## src/rtl/smm_ram.sv

```systemverilog
// Generic single-write, single-read synchronous RAM with registered read data.
// Stands alone; instantiated twice by square_matrix_multiply.
module smm_ram #(
	parameter int DEPTH = 64,
	parameter int WIDTH = 32,
	localparam int AW = $clog2(DEPTH)
) (
	input  logic             clk,
	input  logic             we,
	input  logic [AW-1:0]    waddr,
	input  logic [WIDTH-1:0] wdata,
	input  logic [AW-1:0]    raddr,
	output logic [WIDTH-1:0] rdata
);

	logic [WIDTH-1:0] mem [DEPTH];

	always_ff @(posedge clk) begin
		if (we) begin
			mem[waddr] <= wdata;
		end
	end

	always_ff @(posedge clk) begin
		rdata <= mem[raddr];
	end

endmodule

```

## config.mk

```make
export PLATFORM = sky130hd
export DESIGN_NAME = smm_ram
export DESIGN_NICKNAME = d
export VERILOG_FILES = /design/src/rtl/smm_ram.sv
export SDC_FILE = /design/constraint.sdc
export NUM_CORES = 2
export LEC_CHECK = 0
export BUFFER_PORTS_ARGS = -buffer_cell sky130_fd_sc_hd__buf_2
export CAP_MARGIN = 30
export CORE_MARGIN = 3
export CORE_UTILIZATION = 45
export DETAILED_ROUTE_END_ITERATION = 10
export GPL_TIMING_DRIVEN = 1
export PLACE_DENSITY = 0.7
export SLEW_MARGIN = 20
export SYNTH_ARGS = -nofsm -noshare
export SYNTH_HDL_FRONTEND = slang
export SYNTH_SLANG_ARGS = --single-unit
```

## constraint.sdc

```tcl
create_clock -name clk -period 5.2 [get_ports clk]
set_clock_uncertainty 0.2 [all_clocks]
set_input_delay 1.04 -clock clk [delete_from_list [all_inputs] [get_ports clk]]
set_output_delay 1.04 -clock clk [all_outputs]
set_load 0.005 [all_outputs]
```

# Word-level counts from Yosys, hierarchy flattened

Memory sizes are Yosys's and may differ from the RTL's. A register that Yosys moved wholly into a read port is not among the register bits.
Index checks and enable logic that the tools add are counted.

Bits in registers: 0
Memory bits (writable): 2048
Bits of input ports: 46
Output and inout port bits: 32
Word-level logic and storage cells: 3
Memories: 1

Multiplexer cells: 2

Memories:

| name | depth | bits a word | read ports | clocked after Yosys merged registers in | write ports | line | RTL |
|---|---|---|---|---|---|---|---|
| mem  | 64    | 32          | 1          | 1                                       | 1           | 16   | `logic [WIDTH-1:0] mem [DEPTH];` |

Operator list:

| operator          | number |
|---|---|
| two-way mux 1 bit | 2 |

# Depth between registers and ports, before layout

Word-level depth: 2
Depth in mapped cells: 10
Gate-level depth less buffers: 5

# Worst setup path after synthesis

Ideal clock, no wire load.

Path type: input to register
From: input waddr[3]
To: memory mem[48][0], enable pin
Library setup time: 0.461 ns
Arrival: 3.739 ns
Setup slack: 0.800 ns
Stages on the path: 4
Buffers on the path: 1
Cells stage by stage: clkbuf_1 > nor2b_1 > nand4b_1 > nor3_1

RTL lines:

| what        | line | RTL |
|---|---|---|
| from (decl) | 10   | `input logic [AW-1:0] waddr,` |
| to (decl)   | 16   |  |

Straight into the memory's write port.

==> impl_metrics.prom <==
# TYPE chip_impl_metric gauge
chip_impl_metric{name="wire_per_inst",unit="um"} 31.6
chip_impl_metric{name="tritoncts.num_buffers",unit=""} 198
chip_impl_metric{name="viasPerCell",unit=""} 6.13
chip_impl_info{name="min-delay-path-class",value="in2reg"} 1
chip_impl_metric{name="grtUsageMet2",unit=""} 0.341
chip_impl_metric{name="number_of_global_route_vias_before_repair",unit=""} 37700
chip_impl_metric{name="netlist.area_leader.share",unit=""} 0.783
chip_impl_metric{name="die-area",unit="mm2"} 0.180
chip_impl_metric{name="die_boundary_width",unit="um"} 424
chip_impl_metric{name="synthesis.nets",unit=""} 3370
chip_impl_metric{name="path_max_fanout",unit=""} 66
chip_impl_info{name="synth_area_leaders",value="edfxtp_1 78%, mux4_2 16%, mux2i_1 1.2%"} 1
chip_impl_metric{name="final.fill_count",unit=""} 12900
chip_impl_metric{name="period_needed",unit="ns"} 3.44
chip_impl_metric{name="cts_setup_buffers",unit=""} 0
chip_impl_metric{name="highest_clock_rate",unit="MHz"} 290
chip_impl_metric{name="post_synth_xor_area_fraction",unit=""} 0
chip_impl_metric{name="timing.critical_path.buf_inv",unit=""} 2
chip_impl_metric{name="gr-total-overflow",unit=""} 0
chip_impl_metric{name="clock_tree.htree_level_count",unit=""} 4
chip_impl_metric{name="clock_insertion_delay_worst_skew",unit="ns"} 0.82
chip_impl_metric{name="clkSlewWorstSetupHoldPaths",unit="ns"} 0.06
chip_impl_metric{name="row_count",unit=""} 152
chip_impl_metric{name="detailedRoute.firstPassIterationCount",unit=""} 5
chip_impl_metric{name="track_usage",unit=""} 0.216
chip_impl_metric{name="tightestPinTransition",unit="ns"} 0.977
chip_impl_info{name="clock_tree_from_tritoncts",value="built"} 1
chip_impl_metric{name="grt_pass1_wl",unit="um"} 277000
chip_impl_metric{name="synth-compound-area-share",unit=""} 0.0167
chip_impl_metric{name="max-cap-violations",unit=""} 0
chip_impl_metric{name="timing.setup.tns",unit="ns"} 0
chip_impl_info{name="synth_top_family_by_area",value="multiplexers"} 1
chip_impl_metric{name="worst_ep_required_time",unit="ns"} 5.69
chip_impl_metric{name="hold_slack",unit="ns"} 0.428
chip_impl_metric{name="drt-total-wl",unit="um"} 192000
chip_impl_info{name="crit_chain",value="buf_8 -> buf_4 -> mux4_2 -> o221ai_1 -> a21oi_1 -> a21oi_1 -> nor2_1"} 1
chip_impl_metric{name="post-layout-total-power",unit="mW"} 34.2
chip_impl_metric{name="postSynthRegisterBits",unit=""} 2080
chip_impl_info{name="ctsRootBufferMaster",value="clkbuf_16"} 1
chip_impl_metric{name="die_outline_height",unit="um"} 424
chip_impl_metric{name="post_synth_mux_area_share",unit=""} 0.168
chip_impl_metric{name="number_of_different_library_cells_in_the_post_synthesis_netlist",unit=""} 34
chip_impl_metric{name="cts_buffer_depth",unit=""} 3
chip_impl_metric{name="grt_util_met3",unit=""} 0.0435
chip_impl_info{name="cp_max_stage_cell",value="buf_4"} 1
chip_impl_metric{name="fin_crit_sh",unit=""} 0.662
chip_impl_info{name="classification_of_the_worst_setup_path",value="in2reg"} 1
chip_impl_metric{name="grt_max_degree",unit=""} 89
chip_impl_info{name="yosys.cell_count.top_type",value="edfxtp_1"} 1
chip_impl_metric{name="synth_edf_count",unit=""} 2048
chip_impl_metric{name="initial_core_util",unit=""} 0.455
chip_impl_metric{name="clock_sink_count",unit=""} 2080
chip_impl_metric{name="drt_drc_violations_left",unit=""} 0
chip_impl_metric{name="post_cts_gate_resize_count",unit=""} 0
chip_impl_metric{name="vias",unit=""} 37300
chip_impl_metric{name="placement.cell_area",unit="mm2"} 0.0834
chip_impl_info{name="synth_area_leader_cell",value="edfxtp_1"} 1
chip_impl_info{name="setup.worst_path.start_class",value="primary input"} 1
chip_impl_metric{name="static-leakage-power",unit="nW"} 27.9
chip_impl_metric{name="final-hold-violation-count",unit=""} 0
chip_impl_metric{name="synth-simple-area-share",unit=""} 0.0127
chip_impl_metric{name="first_iter_violations",unit=""} 4845
chip_impl_metric{name="worst_path_largest_cell_delay",unit="ns"} 0.62
chip_impl_metric{name="met1_layer_usage_reported_by_global_route",unit=""} 0.304
chip_impl_metric{name="ys_warn_count",unit=""} 0
chip_impl_metric{name="ir_drop",unit="uV"} 399
chip_impl_metric{name="max_slew_margin",unit=""} 0.347
chip_impl_metric{name="power_density",unit="mW/mm2"} 380
chip_impl_metric{name="footprint_of_the_multi_input_gates",unit="mm2"} 0.0160
chip_impl_metric{name="core-area",unit="mm2"} 0.172
chip_impl_metric{name="final_cell_area",unit="mm2"} 0.0898
chip_impl_info{name="routing_layer_with_the_top_usage_in_global_route",value="met2"} 1
chip_impl_metric{name="layout-drive-gt1-share",unit=""} 0.306
chip_impl_metric{name="grt_antenna_before_repair",unit=""} 18
chip_impl_metric{name="r2r_setup_slack",unit="ns"} 2.77
chip_impl_metric{name="routability_driven_placement_congestion_ratio",unit=""} 0.807
chip_impl_info{name="critical_path.most_common_cell",value="a21oi_1"} 1
chip_impl_info{name="yosys-top-cells-count",value="2048 x edfxtp_1, 544 x mux4_2, 137 x nor2_1"} 1
chip_impl_metric{name="synthesis.area_per_instance",unit="um2"} 23.6
chip_impl_info{name="status",value="complete, no violations"} 1
chip_impl_metric{name="synth_async_sr_flop_share",unit=""} 0
chip_impl_metric{name="syn-cell-area",unit="mm2"} 0.0785
chip_impl_metric{name="final-max-slew-violation-count",unit=""} 0
chip_impl_info{name="synth-main-ff-cell",value="edfxtp_1"} 1
chip_impl_info{name="category_of_cells_accounting_for_the_largest_share_of_critical_path_delay",value="buffers and inverters"} 1
chip_impl_metric{name="num-nets-final",unit=""} 3654
chip_impl_metric{name="dpl.hpwl",unit="um"} 112000
chip_impl_metric{name="seqCellArea",unit="mm2"} 0.0621
chip_impl_metric{name="utilization",unit=""} 0.521
chip_impl_metric{name="yosys.area_share.adder",unit=""} 0
chip_impl_info{name="worst_setup_path_end_kind",value="flop"} 1
chip_impl_metric{name="cts_hold_buf",unit=""} 0
chip_impl_metric{name="share_of_synthesized_area_occupied_by_flip_flops_and_latches",unit=""} 0.791
chip_impl_metric{name="setup_viol",unit=""} 0
chip_impl_metric{name="io_buffers",unit=""} 77
chip_impl_metric{name="io-pin-count",unit=""} 78
chip_impl_metric{name="syn2layout_area_growth",unit="%"} 14.4
chip_impl_info{name="grt_setup_unrepaired",value="no"} 1
chip_impl_metric{name="synth_cells",unit=""} 3324
chip_impl_metric{name="critical_path_arrival",unit="ns"} 3.93
chip_impl_metric{name="drt.antenna.violating_nets",unit=""} 0
placed cells by master, fill, tap and decap left out, types with 26 or more instances in the layout:
| master | synthesis | layout |
|---|---|---|
| o221ai_1 | 27 | 27 |
| buf_12 | 0 | 54 |
| clkbuf_16 | 0 | 200 |
| buf_2 | 57 | 68 |
| nor2_1 | 137 | 75 |
| clkinv_1 | 0 | 31 |
| dfxtp_1 | 32 | 32 |
| mux2i_1 | 93 | 93 |
| clkinv_2 | 0 | 34 |
| edfxtp_1 | 2048 | 2048 |
| clkbuf_1 | 74 | 65 |
| a21oi_1 | 62 | 62 |
| mux4_2 | 544 | 544 |
| nand2_1 | 26 | 26 |
| buf_4 | 25 | 137 |
| nor2_4 | 0 | 62 |
| o22ai_1 | 84 | 84 |
cell type report:
| type | count | share of cell area |
|---|---|---|
| well taps | 2310 | 0.0322 |
| repair buffers | 266 | 0.0286 |
| flip-flops and latches | 2080 | 0.692 |
| diodes | 8 | 0.000223 |
| clock buffers | 276 | 0.0601 |
| multi-input cells | 1062 | 0.178 |
| clock inverters | 95 | 0.00929 |
path summary, 6_finish.rpt:
path	from	endpoint	depth (start not counted)
worst min register to register	mem[12][17]	rdata[17]	4
worst min-delay path	wdata[31]	mem[58][31]	1
worst max register to register	mem[23][6]	rdata[6]	4
worst max-delay path	raddr[1]	rdata[14]	7
power breakdown:
part,switching [mW],leakage (nW),internal (mW)
Sequential,0.0828,18.7,18.6
Combinational,1.02,6.18,0.667
Clock,6.09,3.04,7.73
per-stage QoR:
step,cells,worst slack [ns]
finish,6097,1.76
global placement,5696,0.898
detailed placement,5711,0.875
CTS,6082,1.76
global route,6089,1.70
floorplan,3324,0.800
sequential cells by signal, summed over array words and instances (netlist names):
register  flops
mem        2048
rdata        32
logic make-up after synthesis:
group           count (synthesis)
compound gates                202
buf+inv                       182
flops                        2080
mux                           637
simple gates                  223
metal layers:
layer | vias up | wire (um)
met3 | 336 | 18300
met5 | - | 13
li1 | 14900 | -
met1 | 20100 | 74900
met2 | 2055 | 93100
met4 | 2 | 6140
Power figures use the tool's default switching activity.
