==> config.mk <==
export PLATFORM = sky130hd
export DESIGN_NAME = smm_mac
export DESIGN_NICKNAME = d
export VERILOG_FILES = /design/src/rtl/smm_pkg.sv /design/src/rtl/smm_mac.sv
export SDC_FILE = /design/constraint.sdc
export NUM_CORES = 1
export LEC_CHECK = 0
export ABC_AREA = 0
export BUFFER_PORTS_ARGS = -buffer_cell sky130_fd_sc_hd__buf_4
export CAP_MARGIN = 20
export CORE_MARGIN = 2
export CORE_UTILIZATION = 45
export CTS_CLUSTER_SIZE = 10
export DETAILED_ROUTE_END_ITERATION = 10
export PLACE_DENSITY_LB_ADDON = 0.25
export SETUP_SLACK_MARGIN = 0.1
export SLEW_MARGIN = 20
export SYNTH_ARGS = -nofsm -noshare
export SYNTH_HDL_FRONTEND = slang
export SYNTH_SLANG_ARGS = --single-unit
==> constraint.sdc <==
create_clock -name clk -period 7.02 [get_ports clk]
set_input_delay 0.351 -clock clk [delete_from_list [all_inputs] [get_ports clk]]
set_output_delay 0.351 -clock clk [all_outputs]
set_load 0.01 [all_outputs]
==> src/rtl/smm_pkg.sv <==
// Shared constants and types of the square matrix multiply block.
// Used by smm_mac and square_matrix_multiply; depends on nothing.
package smm_pkg;

	localparam int MAX_SIZE = 8;
	localparam int IDX_W    = 3;
	localparam int SIZE_W   = 4;
	localparam int DATA_W   = 32;
	localparam int DEPTH    = MAX_SIZE * MAX_SIZE;
	localparam int ADDR_W   = $clog2(DEPTH);

	localparam logic [1:0] OP_LOAD_A   = 2'd0;
	localparam logic [1:0] OP_LOAD_B   = 2'd1;
	localparam logic [1:0] OP_MULTIPLY = 2'd2;

	localparam logic [SIZE_W-1:0] SIZE_RESET = SIZE_W'(MAX_SIZE);

	typedef struct packed {
		logic valid;
		logic first;
		logic last;
	} smm_issue_t;

	function automatic logic [SIZE_W-1:0] clamp_size(input logic [SIZE_W-1:0] value);
		logic [SIZE_W-1:0] res;
		if (value == '0) begin
			res = SIZE_W'(1);
		end else if (value > SIZE_W'(MAX_SIZE)) begin
			res = SIZE_W'(MAX_SIZE);
		end else begin
			res = value;
		end
		return res;
	endfunction

endpackage

==> src/rtl/smm_mac.sv <==
// Multiply-accumulate pipeline: registered multiply, then a wrapping 32-bit sum.
// Depends on smm_pkg for widths and the issue tag struct.
module smm_mac (
	input  logic                       clk,
	input  logic                       arst_n,
	input  smm_pkg::smm_issue_t        issue,
	input  logic [smm_pkg::DATA_W-1:0] rd_a,
	input  logic [smm_pkg::DATA_W-1:0] rd_b,
	input  logic                       take,
	output logic [smm_pkg::DATA_W-1:0] acc,
	output logic                       done
);

	smm_pkg::smm_issue_t        tag_s1;
	smm_pkg::smm_issue_t        tag_s2;
	logic [smm_pkg::DATA_W-1:0] product_s2;
	logic [smm_pkg::DATA_W-1:0] acc_q;
	logic                       done_q;

	always_ff @(posedge clk or negedge arst_n) begin
		if (!arst_n) begin
			tag_s1 <= '0;
			tag_s2 <= '0;
			done_q <= 1'b0;
		end else begin
			tag_s1 <= issue;
			tag_s2 <= tag_s1;
			if (take) begin
				done_q <= 1'b0;
			end else if (tag_s2.valid && tag_s2.last) begin
				done_q <= 1'b1;
			end
		end
	end

	always_ff @(posedge clk) begin
		product_s2 <= rd_a * rd_b;
		if (tag_s2.valid) begin
			acc_q <= tag_s2.first ? product_s2 : acc_q + product_s2;
		end
	end

	assign acc  = acc_q;
	assign done = done_q;

endmodule

======== Word-level counts from Yosys, hierarchy flattened ========
Cells that the tools add are included.
word-level totals
  register bits after elaboration ......... 71
  input port bits ......................... 70
  logic and storage cells ................. 16
cells by class
  $add $sub $neg .......................... 1
  multipliers ............................. 1
  mux-type cells .......................... 3
  reduce and logical (&&, ||, !) cells .... 2
operators by type and width
  operator             number
  $add A32 B32 Y32     1
  $mul A32 B32 Y32     1
  $mux W32             1
  $mux W1              2
  $reduce_bool A2 Y1   1
  $logic_and A1 B1 Y1  1

======== Logic depth before layout (Yosys ltp) ========
Gate-level depths: netlist of the first run.
  depth in word-level cells ............... 3
  mapped depth ............................ 27
  mapped depth without buffers ............ 25

======== Least setup slack after synthesis of the first run ========
No wires, ideal clock.
  path kind ............................... input-to-reg
  start point ............................. in rd_a[12] in the netlist's numbering
  end point ............................... reg product_s2[30] in the netlist's numbering
  library setup time ...................... 0.072 ns
  arrival ................................. 6.815 ns
  setup slack ............................. 0.132 ns
  cell stages on the path ................. 26
  path buffers ............................ 2
  cells stage by stage .................... clkbuf_1 -> clkbuf_1 -> nand2_1 -> fa_1 -> inv_1 -> fa_1 -> inv_1 -> fa_1 -> fa_1 -> inv_1 -> fa_1 -> inv_1 -> fa_1 -> fa_1 -> fa_1 -> inv_1 -> ha_1 -> a21o_1 -> a21o_1 -> a21oi_1 -> o21ai_1 -> and3_1 -> a2111oi_2 -> o21ai_1 -> a21oi_1 -> xnor2_1
between the ends
  longest elaborated chain between the ends .. 1
ends and longest elaborated chain
  element               RTL line       source
  start, declared       smm_mac.sv:7   input logic [smm_pkg::DATA_W-1:0] rd_a,
  $mul A32 B32 Y32      smm_mac.sv:37  product_s2 <= rd_a * rd_b;
  end signal, assigned  smm_mac.sv:37
  end, declared         smm_mac.sv:16  logic [smm_pkg::DATA_W-1:0] product_s2;
No other way between the ends.
A chain may end at the register's enable or synchronous reset.

======== Worst setup path after layout of the first run ========
  start point ............................. in rd_a[18] in the netlist's numbering
  end point ............................... reg product_s2[30] in the netlist's numbering
Same word-level chain as after synthesis.

==> out/results.txt, run 1 <==
H-tree level count = 3
number of cells after detailed placement = 2,674
root buffer cell = sky130_fd_sc_hd__clkbuf_16
via count = 13,800
clock latency at the later pin of the worst-skew pair = 340 ps
placeable core region = 0.0420 mm²
total grt overflow = 0
primary flip-flop cell chosen by synthesis mapping = sky130_fd_sc_hd__edfxtp_1
number of global-route vias before repair = 14,700
Longest Clk Path Bufs = 2
Final setup viols = 0
worst hold stages = 1
most common cell after layout, fill and taps aside = sky130_fd_sc_hd__fa_1
Syn Std Cell Area = 0.0192 mm²
pin slew with the least headroom to its limit = 1010 ps
gr usage total = 0.229
worst flop-to-flop path endpoint = acc[31]
number of input and output port buffers inserted = 102
final critical-path setup slack = 415 ps
share of final-layout standard cells stronger than drive strength 1 = 0.0799
r2r worst-path depth = 10
total number of nets in the final design = 2,780
worst hold start = issue[2]
proportion of synthesized chip area in sequential cells = 0.0924
mean number of vias per cell = 5.11
max frequency = 151 MHz
post-layout instance count excluding filler cells = 2,691
die boundary width = 211 µm
Worst R2R Setup Slack = 3940 ps
Hold WC Path Type = in2reg
growth of design area from synthesis to finish = 9.22%
average detailed-routed wire length per instance = 18.0 µm
category of the most critical setup path = in2reg
worst slew slack as a fraction of its limit = 0.328
Hold Path End = tag_s1[2]
number of synthesized register bits = 71
number of antenna diodes = 0
Async S/R FF share, synth = 0.0986
HPWL after DPL = 41,100 µm
largest area contributor in the netlist = sky130_fd_sc_hd__fa_1
buffers inserted during post-CTS setup optimization = 0
maximum number of pins on one net before global-route repair = 66
Clock transition at path regs = 60 ps
initial antenna violation count = 1
Final Hold Fails = 0
Syn Area/Cell = 9.22 µm²
setup repair after global routing missed its margin = no
Starting Density = 0.457
synthesized netlist net count = 2,718
height of the die = 211 µm
setup skew after layout = 9.88 ps
first-pass GRT wire length = 79,400 µm
fin crit period = 6600 ps
most used cells in the layout excluding fill and tap cells = 409 x sky130_fd_sc_hd__fa_1, 406 x sky130_fd_sc_hd__inv_1, 308 x sky130_fd_sc_hd__nand2_1
clock buffer count from CTS = 9
number of flops mapped to enable cells by yosys = 32
proportion of netlist area held by the largest area contributor = 0.426
number of maximum-capacitance violations = 0
standard-cell rows = 75
arrival time of data at the critical path endpoint = 6870 ps
placed standard-cell area = 0.0206 mm²
number of optimization iterations in the first detailed-route pass = 5
Min Hold Slack = 116 ps
placer's final routability congestion estimate = 0.926
cells after synthesis = 2,085
remaining number of nets flagged by the antenna check after routing = 0
First DRT Iteration DRCs = 781
pre-CTS worst setup slack = -15.1 ps
Boundary Pins = 103
TritonCTS clock tree = built
ranking of synthesized cells by area = sky130_fd_sc_hd__fa_1 43%, sky130_fd_sc_hd__ha_1 10%, sky130_fd_sc_hd__and2_1 8.9%
Total Wirelength = 48,400 µm
critical path endpoint category = register
pins over their slew limit = 0
DRC violations left = 0
startpoint of the lowest-slack register-to-register path = acc[1]
Yosys warning count = 0
maximum fanout along the worst path = 7
Die Footprint = 0.0444 mm²
result of the run = complete, no violations
summed area of non-filler cells in the final layout = 0.0210 mm²
library cells used by synthesis = 55
type of element launching the critical path = input port
Worst Path Required = 7280 ps
clk sink count = 71
ratio of final minimum period to clock period = 0.941
## metal layers
metal  share of wire  up-vias  track usage
li1                -     6373            -
met1            0.47     6954        0.334
met2            0.46      388        0.374
met3           0.061       43       0.0265
met4           0.014        0       0.0391
met5               0        -            0
## sequential cells by signal, summed over array words and instances (netlist names)
signal,count
acc,32
product_s2,32
tag_s1,3
tag_s2,3
done,1
## worst max path at each step
stage / start / depth (start not counted) / end
floorplan: rd_a[12] / 26 / product_s2[30]
global placement: rd_a[16] / 24 / product_s2[30]
detailed placement: rd_a[16] / 22 / product_s2[27]
CTS: rd_a[16] / 22 / product_s2[27]
global route: rd_a[16] / 24 / product_s2[30]
finish: rd_a[18] / 24 / product_s2[30]
## repair_timing
action / CTS / global route
setup endpoints to repair: 0 / 3
hold buffers: 1 / 0
resized for setup: 0 / 2
hold endpoints to repair: 7 / 0
## cells in the mapped netlist (3+ instances only)
cell                       number
sky130_fd_sc_hd__fa_1         409
sky130_fd_sc_hd__inv_1        406
sky130_fd_sc_hd__nand2_1      308
sky130_fd_sc_hd__and2_1       272
sky130_fd_sc_hd__ha_1         154
sky130_fd_sc_hd__clkbuf_1      94
sky130_fd_sc_hd__xnor2_1       75
sky130_fd_sc_hd__a21oi_1       45
sky130_fd_sc_hd__o21ai_0       37
sky130_fd_sc_hd__xor2_1        37
sky130_fd_sc_hd__dfxtp_1       32
sky130_fd_sc_hd__edfxtp_1      32
sky130_fd_sc_hd__a21o_1        24
sky130_fd_sc_hd__nor2_1        23
sky130_fd_sc_hd__nand3_1       13
sky130_fd_sc_hd__o21ai_1       12
sky130_fd_sc_hd__nor3_1         9
sky130_fd_sc_hd__o211ai_1       9
sky130_fd_sc_hd__a211oi_1       8
sky130_fd_sc_hd__o21bai_1       8
sky130_fd_sc_hd__dfrtp_1        7
sky130_fd_sc_hd__nor2b_1        7
sky130_fd_sc_hd__and3_1         6
sky130_fd_sc_hd__o21a_1         5
sky130_fd_sc_hd__nand2b_1       4
sky130_fd_sc_hd__and4_1         3
sky130_fd_sc_hd__nand4_1        3
sky130_fd_sc_hd__or3_1          3
## cell type report
class                   instances  area (µm²)
fillers                      3992       21000
multi-input cells            1511       15600
flip-flops and latches         71        1780
inverters                     406        1520
repair buffers                148        1130
well taps                     539         674
clock buffers                  10         250
clock inverters                 6        71.3
## metrics by stage
stage | setup TNS [ps] | utilization
2_1_floorplan | 0 | -
3_3_place_gp | 0 | 0.491
3_5_place_dp | -27.8 | 0.491
4_1_cts | 0 | 0.499
5_1_grt | 0 | 0.499
6_report | 0 | 0.499
## logic make-up (layout without fill, tap and decap cells)
kind of cell | Yosys count | in the layout | share of synthesized area
AND/OR/NAND/NOR | 660 | 660 | 0.171
adder cells (fa/ha/maj) | 563 | 563 | 0.526
buffers and inverters | 503 | 570 | 0.0986
AO/OA/AOI/OAI | 173 | 173 | 0.0588
XOR/XNOR | 112 | 112 | 0.0510
flip-flops | 71 | 71 | 0.0924
multiplexers | 3 | 3 | 0.00163
## critical path: stages
cell	delay [ps]
sky130_fd_sc_hd__buf_4	130
sky130_fd_sc_hd__and2_1	170
sky130_fd_sc_hd__fa_1	530
sky130_fd_sc_hd__inv_1	50
sky130_fd_sc_hd__fa_1	380
sky130_fd_sc_hd__fa_1	520
sky130_fd_sc_hd__fa_1	600
sky130_fd_sc_hd__inv_1	70
sky130_fd_sc_hd__fa_1	500
sky130_fd_sc_hd__inv_1	50
sky130_fd_sc_hd__fa_1	550
sky130_fd_sc_hd__fa_1	430
sky130_fd_sc_hd__fa_1	490
sky130_fd_sc_hd__inv_1	40
sky130_fd_sc_hd__ha_1	320
sky130_fd_sc_hd__a21o_1	190
sky130_fd_sc_hd__a21o_1	170
sky130_fd_sc_hd__a21oi_1	150
sky130_fd_sc_hd__o21ai_1	100
sky130_fd_sc_hd__and3_1	210
sky130_fd_sc_hd__a2111oi_4	380
sky130_fd_sc_hd__o21ai_1	120
sky130_fd_sc_hd__a21oi_1	200
sky130_fd_sc_hd__xnor2_1	140
Power of run 1 is left out: the tool's default activity adds up to more than one toggle a clock period on the data nets, which glitch-free logic cannot reach.
==> run 2: changes to the inputs <==
--- a/config.mk
+++ b/config.mk
@@ -9,7 +9,7 @@
 export BUFFER_PORTS_ARGS = -buffer_cell sky130_fd_sc_hd__buf_4
 export CAP_MARGIN = 20
 export CORE_MARGIN = 2
-export CORE_UTILIZATION = 45
+export CORE_UTILIZATION = 35
 export CTS_CLUSTER_SIZE = 10
 export DETAILED_ROUTE_END_ITERATION = 10
 export PLACE_DENSITY_LB_ADDON = 0.25
==> run 2 against run 1 <==
Against the previous run: non-clock buffer count rose by 7; cell area rose by 1.1%; count of clock-buffer cells in the layout fell by 1; largest cell class unchanged.
==> out/results.txt, run 2 (synthesized netlist as in run 1, its figures left out) <==
total grt overflow = 0
arrival time of data at the critical path endpoint = 6890 ps
DRC violations left = 0
most used cells in the layout excluding fill and tap cells = 409 x sky130_fd_sc_hd__fa_1, 406 x sky130_fd_sc_hd__inv_1, 308 x sky130_fd_sc_hd__nand2_1
number of maximum-capacitance violations = 0
Die Footprint = 0.0568 mm²
Post-Route Setup TNS = 0 ps
Final Hold Fails = 0
fin crit period = 6610 ps
worst hold stages = 1
Worst R2R Setup Slack = 3890 ps
via count = 13,900
clock buffer count from CTS = 9
Clock transition at path regs = 60 ps
clk sink count = 71
first-pass GRT wire length = 86,000 µm
H-tree level count = 3
placer's final routability congestion estimate = 0.907
share of final-layout standard cells stronger than drive strength 1 = 0.0824
number of input and output port buffers inserted = 102
max frequency = 151 MHz
placeable core region = 0.0540 mm²
startpoint of the lowest-slack register-to-register path = acc[1]
most common cell after layout, fill and taps aside = sky130_fd_sc_hd__fa_1
result of the run = complete, no violations
pre-CTS worst setup slack = 37.2 ps
maximum fanout along the worst path = 7
Final setup viols = 0
summed area of non-filler cells in the final layout = 0.0212 mm²
initial antenna violation count = 0
total number of nets in the final design = 2,787
setup skew after layout = 9.26 ps
pin slew with the least headroom to its limit = 620 ps
First DRT Iteration DRCs = 793
Crit path top cell by count = sky130_fd_sc_hd__fa_1
final critical-path setup slack = 405 ps
cell family contributing the most delay on the critical path = adder cells
Longest Clk Path Bufs = 2
root buffer cell = sky130_fd_sc_hd__clkbuf_16
category of the most critical setup path = in2reg
average detailed-routed wire length per instance = 18.7 µm
Total Wirelength = 53,300 µm
number of buffers and inverters on the critical path = 7
mean number of vias per cell = 4.86
type of element launching the critical path = input port
maximum number of pins on one net before global-route repair = 66
standard-cell rows = 85
TritonCTS clock tree = built
die boundary width = 238 µm
worst slew slack as a fraction of its limit = 0.586
height of the die = 238 µm
HPWL after DPL = 45,600 µm
CP Capture Point = product_s2[30]
Starting Density = 0.356
delay of the slowest cell on the worst path = 580 ps
number of global-route vias before repair = 15,200
cell count along the critical path = 25
filler cell count in the final layout = 5,435
pins over their slew limit = 0
worst flop-to-flop path endpoint = acc[31]
number of optimization iterations in the first detailed-route pass = 7
Boundary Pins = 103
Hold WC Path Type = in2reg
Critical-path top delay cell = sky130_fd_sc_hd__fa_1
ratio of final minimum period to clock period = 0.942
critical path endpoint category = register
critical path launch point = rd_b[2]
clock latency at the later pin of the worst-skew pair = 350 ps
setup repair after global routing missed its margin = no
placed standard-cell area = 0.0209 mm²
number of antenna diodes = 0
gr usage total = 0.196
growth of design area from synthesis to finish = 10.4%
remaining number of nets flagged by the antenna check after routing = 0
number of cells after detailed placement = 2,838
Worst Path Required = 7300 ps
post-layout instance count excluding filler cells = 2,855
r2r worst-path depth = 10
==> run 2: worst reg2reg max path, delay by kind of cell, from the launching register on <==
family	cells	cell delay, ps
AO/OA/AOI/OAI	7	1790
XOR/XNOR	1	80
adder cells (fa/ha/maj)	1	330
flip-flops	1	430
multiplexers	1	250
==> run 2: cell type report <==
| cell class | count | area, µm² | area share |
|---|---|---|---|
| Clock buffer | 9 | 225 | 0.0106 |
| Clock inverter | 7 | 82.6 | 0.00389 |
| Inverter | 406 | 1520 | 0.0718 |
| Multi-Input combinational cell | 1511 | 15500 | 0.733 |
| Sequential cell | 71 | 1780 | 0.0838 |
| Tap cell | 696 | 871 | 0.0410 |
| Timing Repair Buffer | 155 | 1190 | 0.0561 |
==> run 2: how the worst min path moves through the flow <==
| stage | start | to | slack (ps) |
|---|---|---|---|
| after CTS | issue[2] | tag_s1[2] | 100 |
| after global routing | issue[2] | tag_s1[2] | 100 |
| after detailed placement | arst_n | tag_s2[0] | 170 |
| after floorplan | arst_n | done | 60 |
| final | issue[2] | tag_s1[2] | 110 |
| after global placement | arst_n | done | 160 |
==> run 2: stage by stage <==
step           hold WS (ps)   util
6_report                113  0.393
5_1_grt                 103  0.393
4_1_cts                98.2  0.393
3_3_place_gp            163  0.387
2_1_floorplan          55.4      -
3_5_place_dp            166  0.387
==> run 2: metal layers <==
metal  vias up  routed length [µm]  track usage  share of wire
met1      7094               24000        0.263           0.45
met2       320               25700        0.336           0.48
li1       6393                   -            -              -
met3        61                2120       0.0183          0.040
met5         -                   0            0              0
met4         0                1510       0.0610          0.028
==> run 2: timing repair <==
action	in CTS	in global routing
hold endpoints to repair	7	0
resized for setup	0	0
hold buffers	1	0
endpoints found under the setup margin	0	0
buffers inserted	0	0
Power of run 2 is left out for the same reason.
==> run 3: changes to the inputs <==
--- a/config.mk
+++ b/config.mk
@@ -13,8 +13,8 @@
 export CTS_CLUSTER_SIZE = 10
 export DETAILED_ROUTE_END_ITERATION = 10
 export PLACE_DENSITY_LB_ADDON = 0.25
+export RECOVER_POWER = 50
 export SETUP_SLACK_MARGIN = 0.1
-export SLEW_MARGIN = 20
 export SYNTH_ARGS = -nofsm -noshare
 export SYNTH_HDL_FRONTEND = slang
 export SYNTH_SLANG_ARGS = --single-unit
==> run 3 against run 2 <==
Against the previous run: the flow now finishes with violations (max-capacitance violations, max-slew violations); global-route usage did not move; cell area decreased by 0.46%; worst setup slack worse by 3.8 ps; die area stayed put; utilization down 0.18 points; non-clock buffer count is the same; via count decreased by 0.34%; critical endpoint unchanged.
==> out/results.txt, run 3 (synthesized netlist as in run 1, its figures left out) <==
setup skew after layout = 9.23 ps
die boundary width = 238 µm
Crit path top cell by count = sky130_fd_sc_hd__fa_1
total number of nets in the final design = 2,787
number of input and output port buffers inserted = 102
clock latency at the later pin of the worst-skew pair = 350 ps
arrival time of data at the critical path endpoint = 6890 ps
number of maximum-capacitance violations = 1
gr usage total = 0.196
growth of design area from synthesis to finish = 9.89%
clk sink count = 71
number of antenna diodes = 0
worst hold start = issue[2]
filler cell count in the final layout = 5,445
initial antenna violation count = 0
startpoint of the lowest-slack register-to-register path = acc[1]
Total Wirelength = 53,400 µm
H-tree level count = 3
pin slew with the least headroom to its limit = 2010 ps
type of element launching the critical path = input port
critical path endpoint category = register
Starting Density = 0.356
standard-cell rows = 85
critical path launch point = rd_b[2]
Final Hold Fails = 0
multi-input combinational cell area = 0.0155 mm²
result of the run = complete, but fails checks
worst hold stages = 1
average detailed-routed wire length per instance = 18.7 µm
Boundary Pins = 103
placeable core region = 0.0540 mm²
storage element area = 0.00178 mm²
first-pass GRT wire length = 86,000 µm
root buffer cell = sky130_fd_sc_hd__clkbuf_16
failing checks = max-capacitance violations, max-slew violations
maximum fanout along the worst path = 7
fin crit period = 6620 ps
category of the most critical setup path = in2reg
delay of the slowest cell on the worst path = 580 ps
height of the die = 238 µm
r2r worst-path depth = 10
placer's final routability congestion estimate = 0.907
max frequency = 151 MHz
ratio of final minimum period to clock period = 0.943
First DRT Iteration DRCs = 758
maximum number of pins on one net before global-route repair = 66
clock buffer count from CTS = 9
via count = 13,800
remaining number of nets flagged by the antenna check after routing = 0
total grt overflow = 0
setup repair after global routing missed its margin = no
post-cts resize count = 0
DRC violations left = 0
Critical-path top delay cell = sky130_fd_sc_hd__fa_1
number of global-route vias before repair = 15,200
Worst R2R Setup Slack = 3890 ps
Final setup viols = 0
HPWL after DPL = 45,600 µm
share of final-layout standard cells stronger than drive strength 1 = 0.0704
Worst Path Required = 7300 ps
Longest Clk Path Bufs = 2
most common cell after layout, fill and taps aside = sky130_fd_sc_hd__fa_1
worst slew slack as a fraction of its limit = -0.340
number of optimization iterations in the first detailed-route pass = 5
Clock transition at path regs = 60 ps
mean number of vias per cell = 4.84
pins over their slew limit = 34
Hold WC Path Type = in2reg
Die Footprint = 0.0568 mm²
TritonCTS clock tree = built
most used cells in the layout excluding fill and tap cells = 409 x sky130_fd_sc_hd__fa_1, 406 x sky130_fd_sc_hd__inv_1, 308 x sky130_fd_sc_hd__nand2_1
Post-Route Setup TNS = 0 ps
==> run 3: cell types whose count changed in the layout (fill, tap and decap cells not counted) <==
cell | before | now
sky130_fd_sc_hd__buf_4 | 152 | 123
sky130_fd_sc_hd__clkbuf_1 | 0 | 26
sky130_fd_sc_hd__clkbuf_4 | 0 | 3
==> run 3: cell type report <==
type                            instances  area share
Tap cell                              696      0.0412
Clock buffer                            9      0.0107
Multi-Input combinational cell       1511       0.736
Timing Repair Buffer                  155      0.0518
Clock inverter                          7     0.00391
Sequential cell                        71      0.0842
Inverter                              406      0.0721
==> run 3: path summary, 6_finish.rpt <==
kind	endpoint
max reg2reg	acc[31]
max in group asynchronous	tag_s2[1]
min in group asynchronous	tag_s2[0]
min reg2reg	tag_s2[1]
max	product_s2[30]
min	tag_s1[2]
==> run 3: through the flow <==
step | setup slack (ps) | instances | hold slack (ps) | util | instance area, µm²
2_1_floorplan | 132 | 2085 | 55.4 | - | 19200
3_3_place_gp | 126 | 2838 | 163 | 0.387 | 20900
3_5_place_dp | 37.2 | 2838 | 166 | 0.387 | 20900
4_1_cts | 429 | 2855 | 98.2 | 0.393 | 21200
5_1_grt | 102 | 2855 | 125 | 0.391 | 21100
6_report | 401 | 2855 | 135 | 0.391 | 21100
==> run 3: repair_timing <==
action	CTS	global route
endpoints found under the hold margin	7	0
buffers inserted	0	0
hold buffers	1	0
==> run 3: critical path, delay by kind of cell <==
| kind | cells | cell delay (ps) |
|---|---|---|
| adder cells (fa/ha/maj) | 9 | 4270 |
| AO/OA/AOI/OAI | 6 | 1160 |
| buffers and inverters | 7 | 630 |
| AND/OR/NAND/NOR | 2 | 340 |
| XOR/XNOR | 1 | 130 |
==> run 3: metal layers <==
| metal | wire, µm | vias up | GRT usage |
|---|---|---|---|
| li1 | - | 6394 | - |
| met1 | 24100 | 7065 | 0.263 |
| met2 | 25800 | 302 | 0.336 |
| met3 | 2050 | 60 | 0.0183 |
| met4 | 1510 | 0 | 0.0610 |
| met5 | 0 | - | 0 |
Power of run 3 is left out for the same reason.
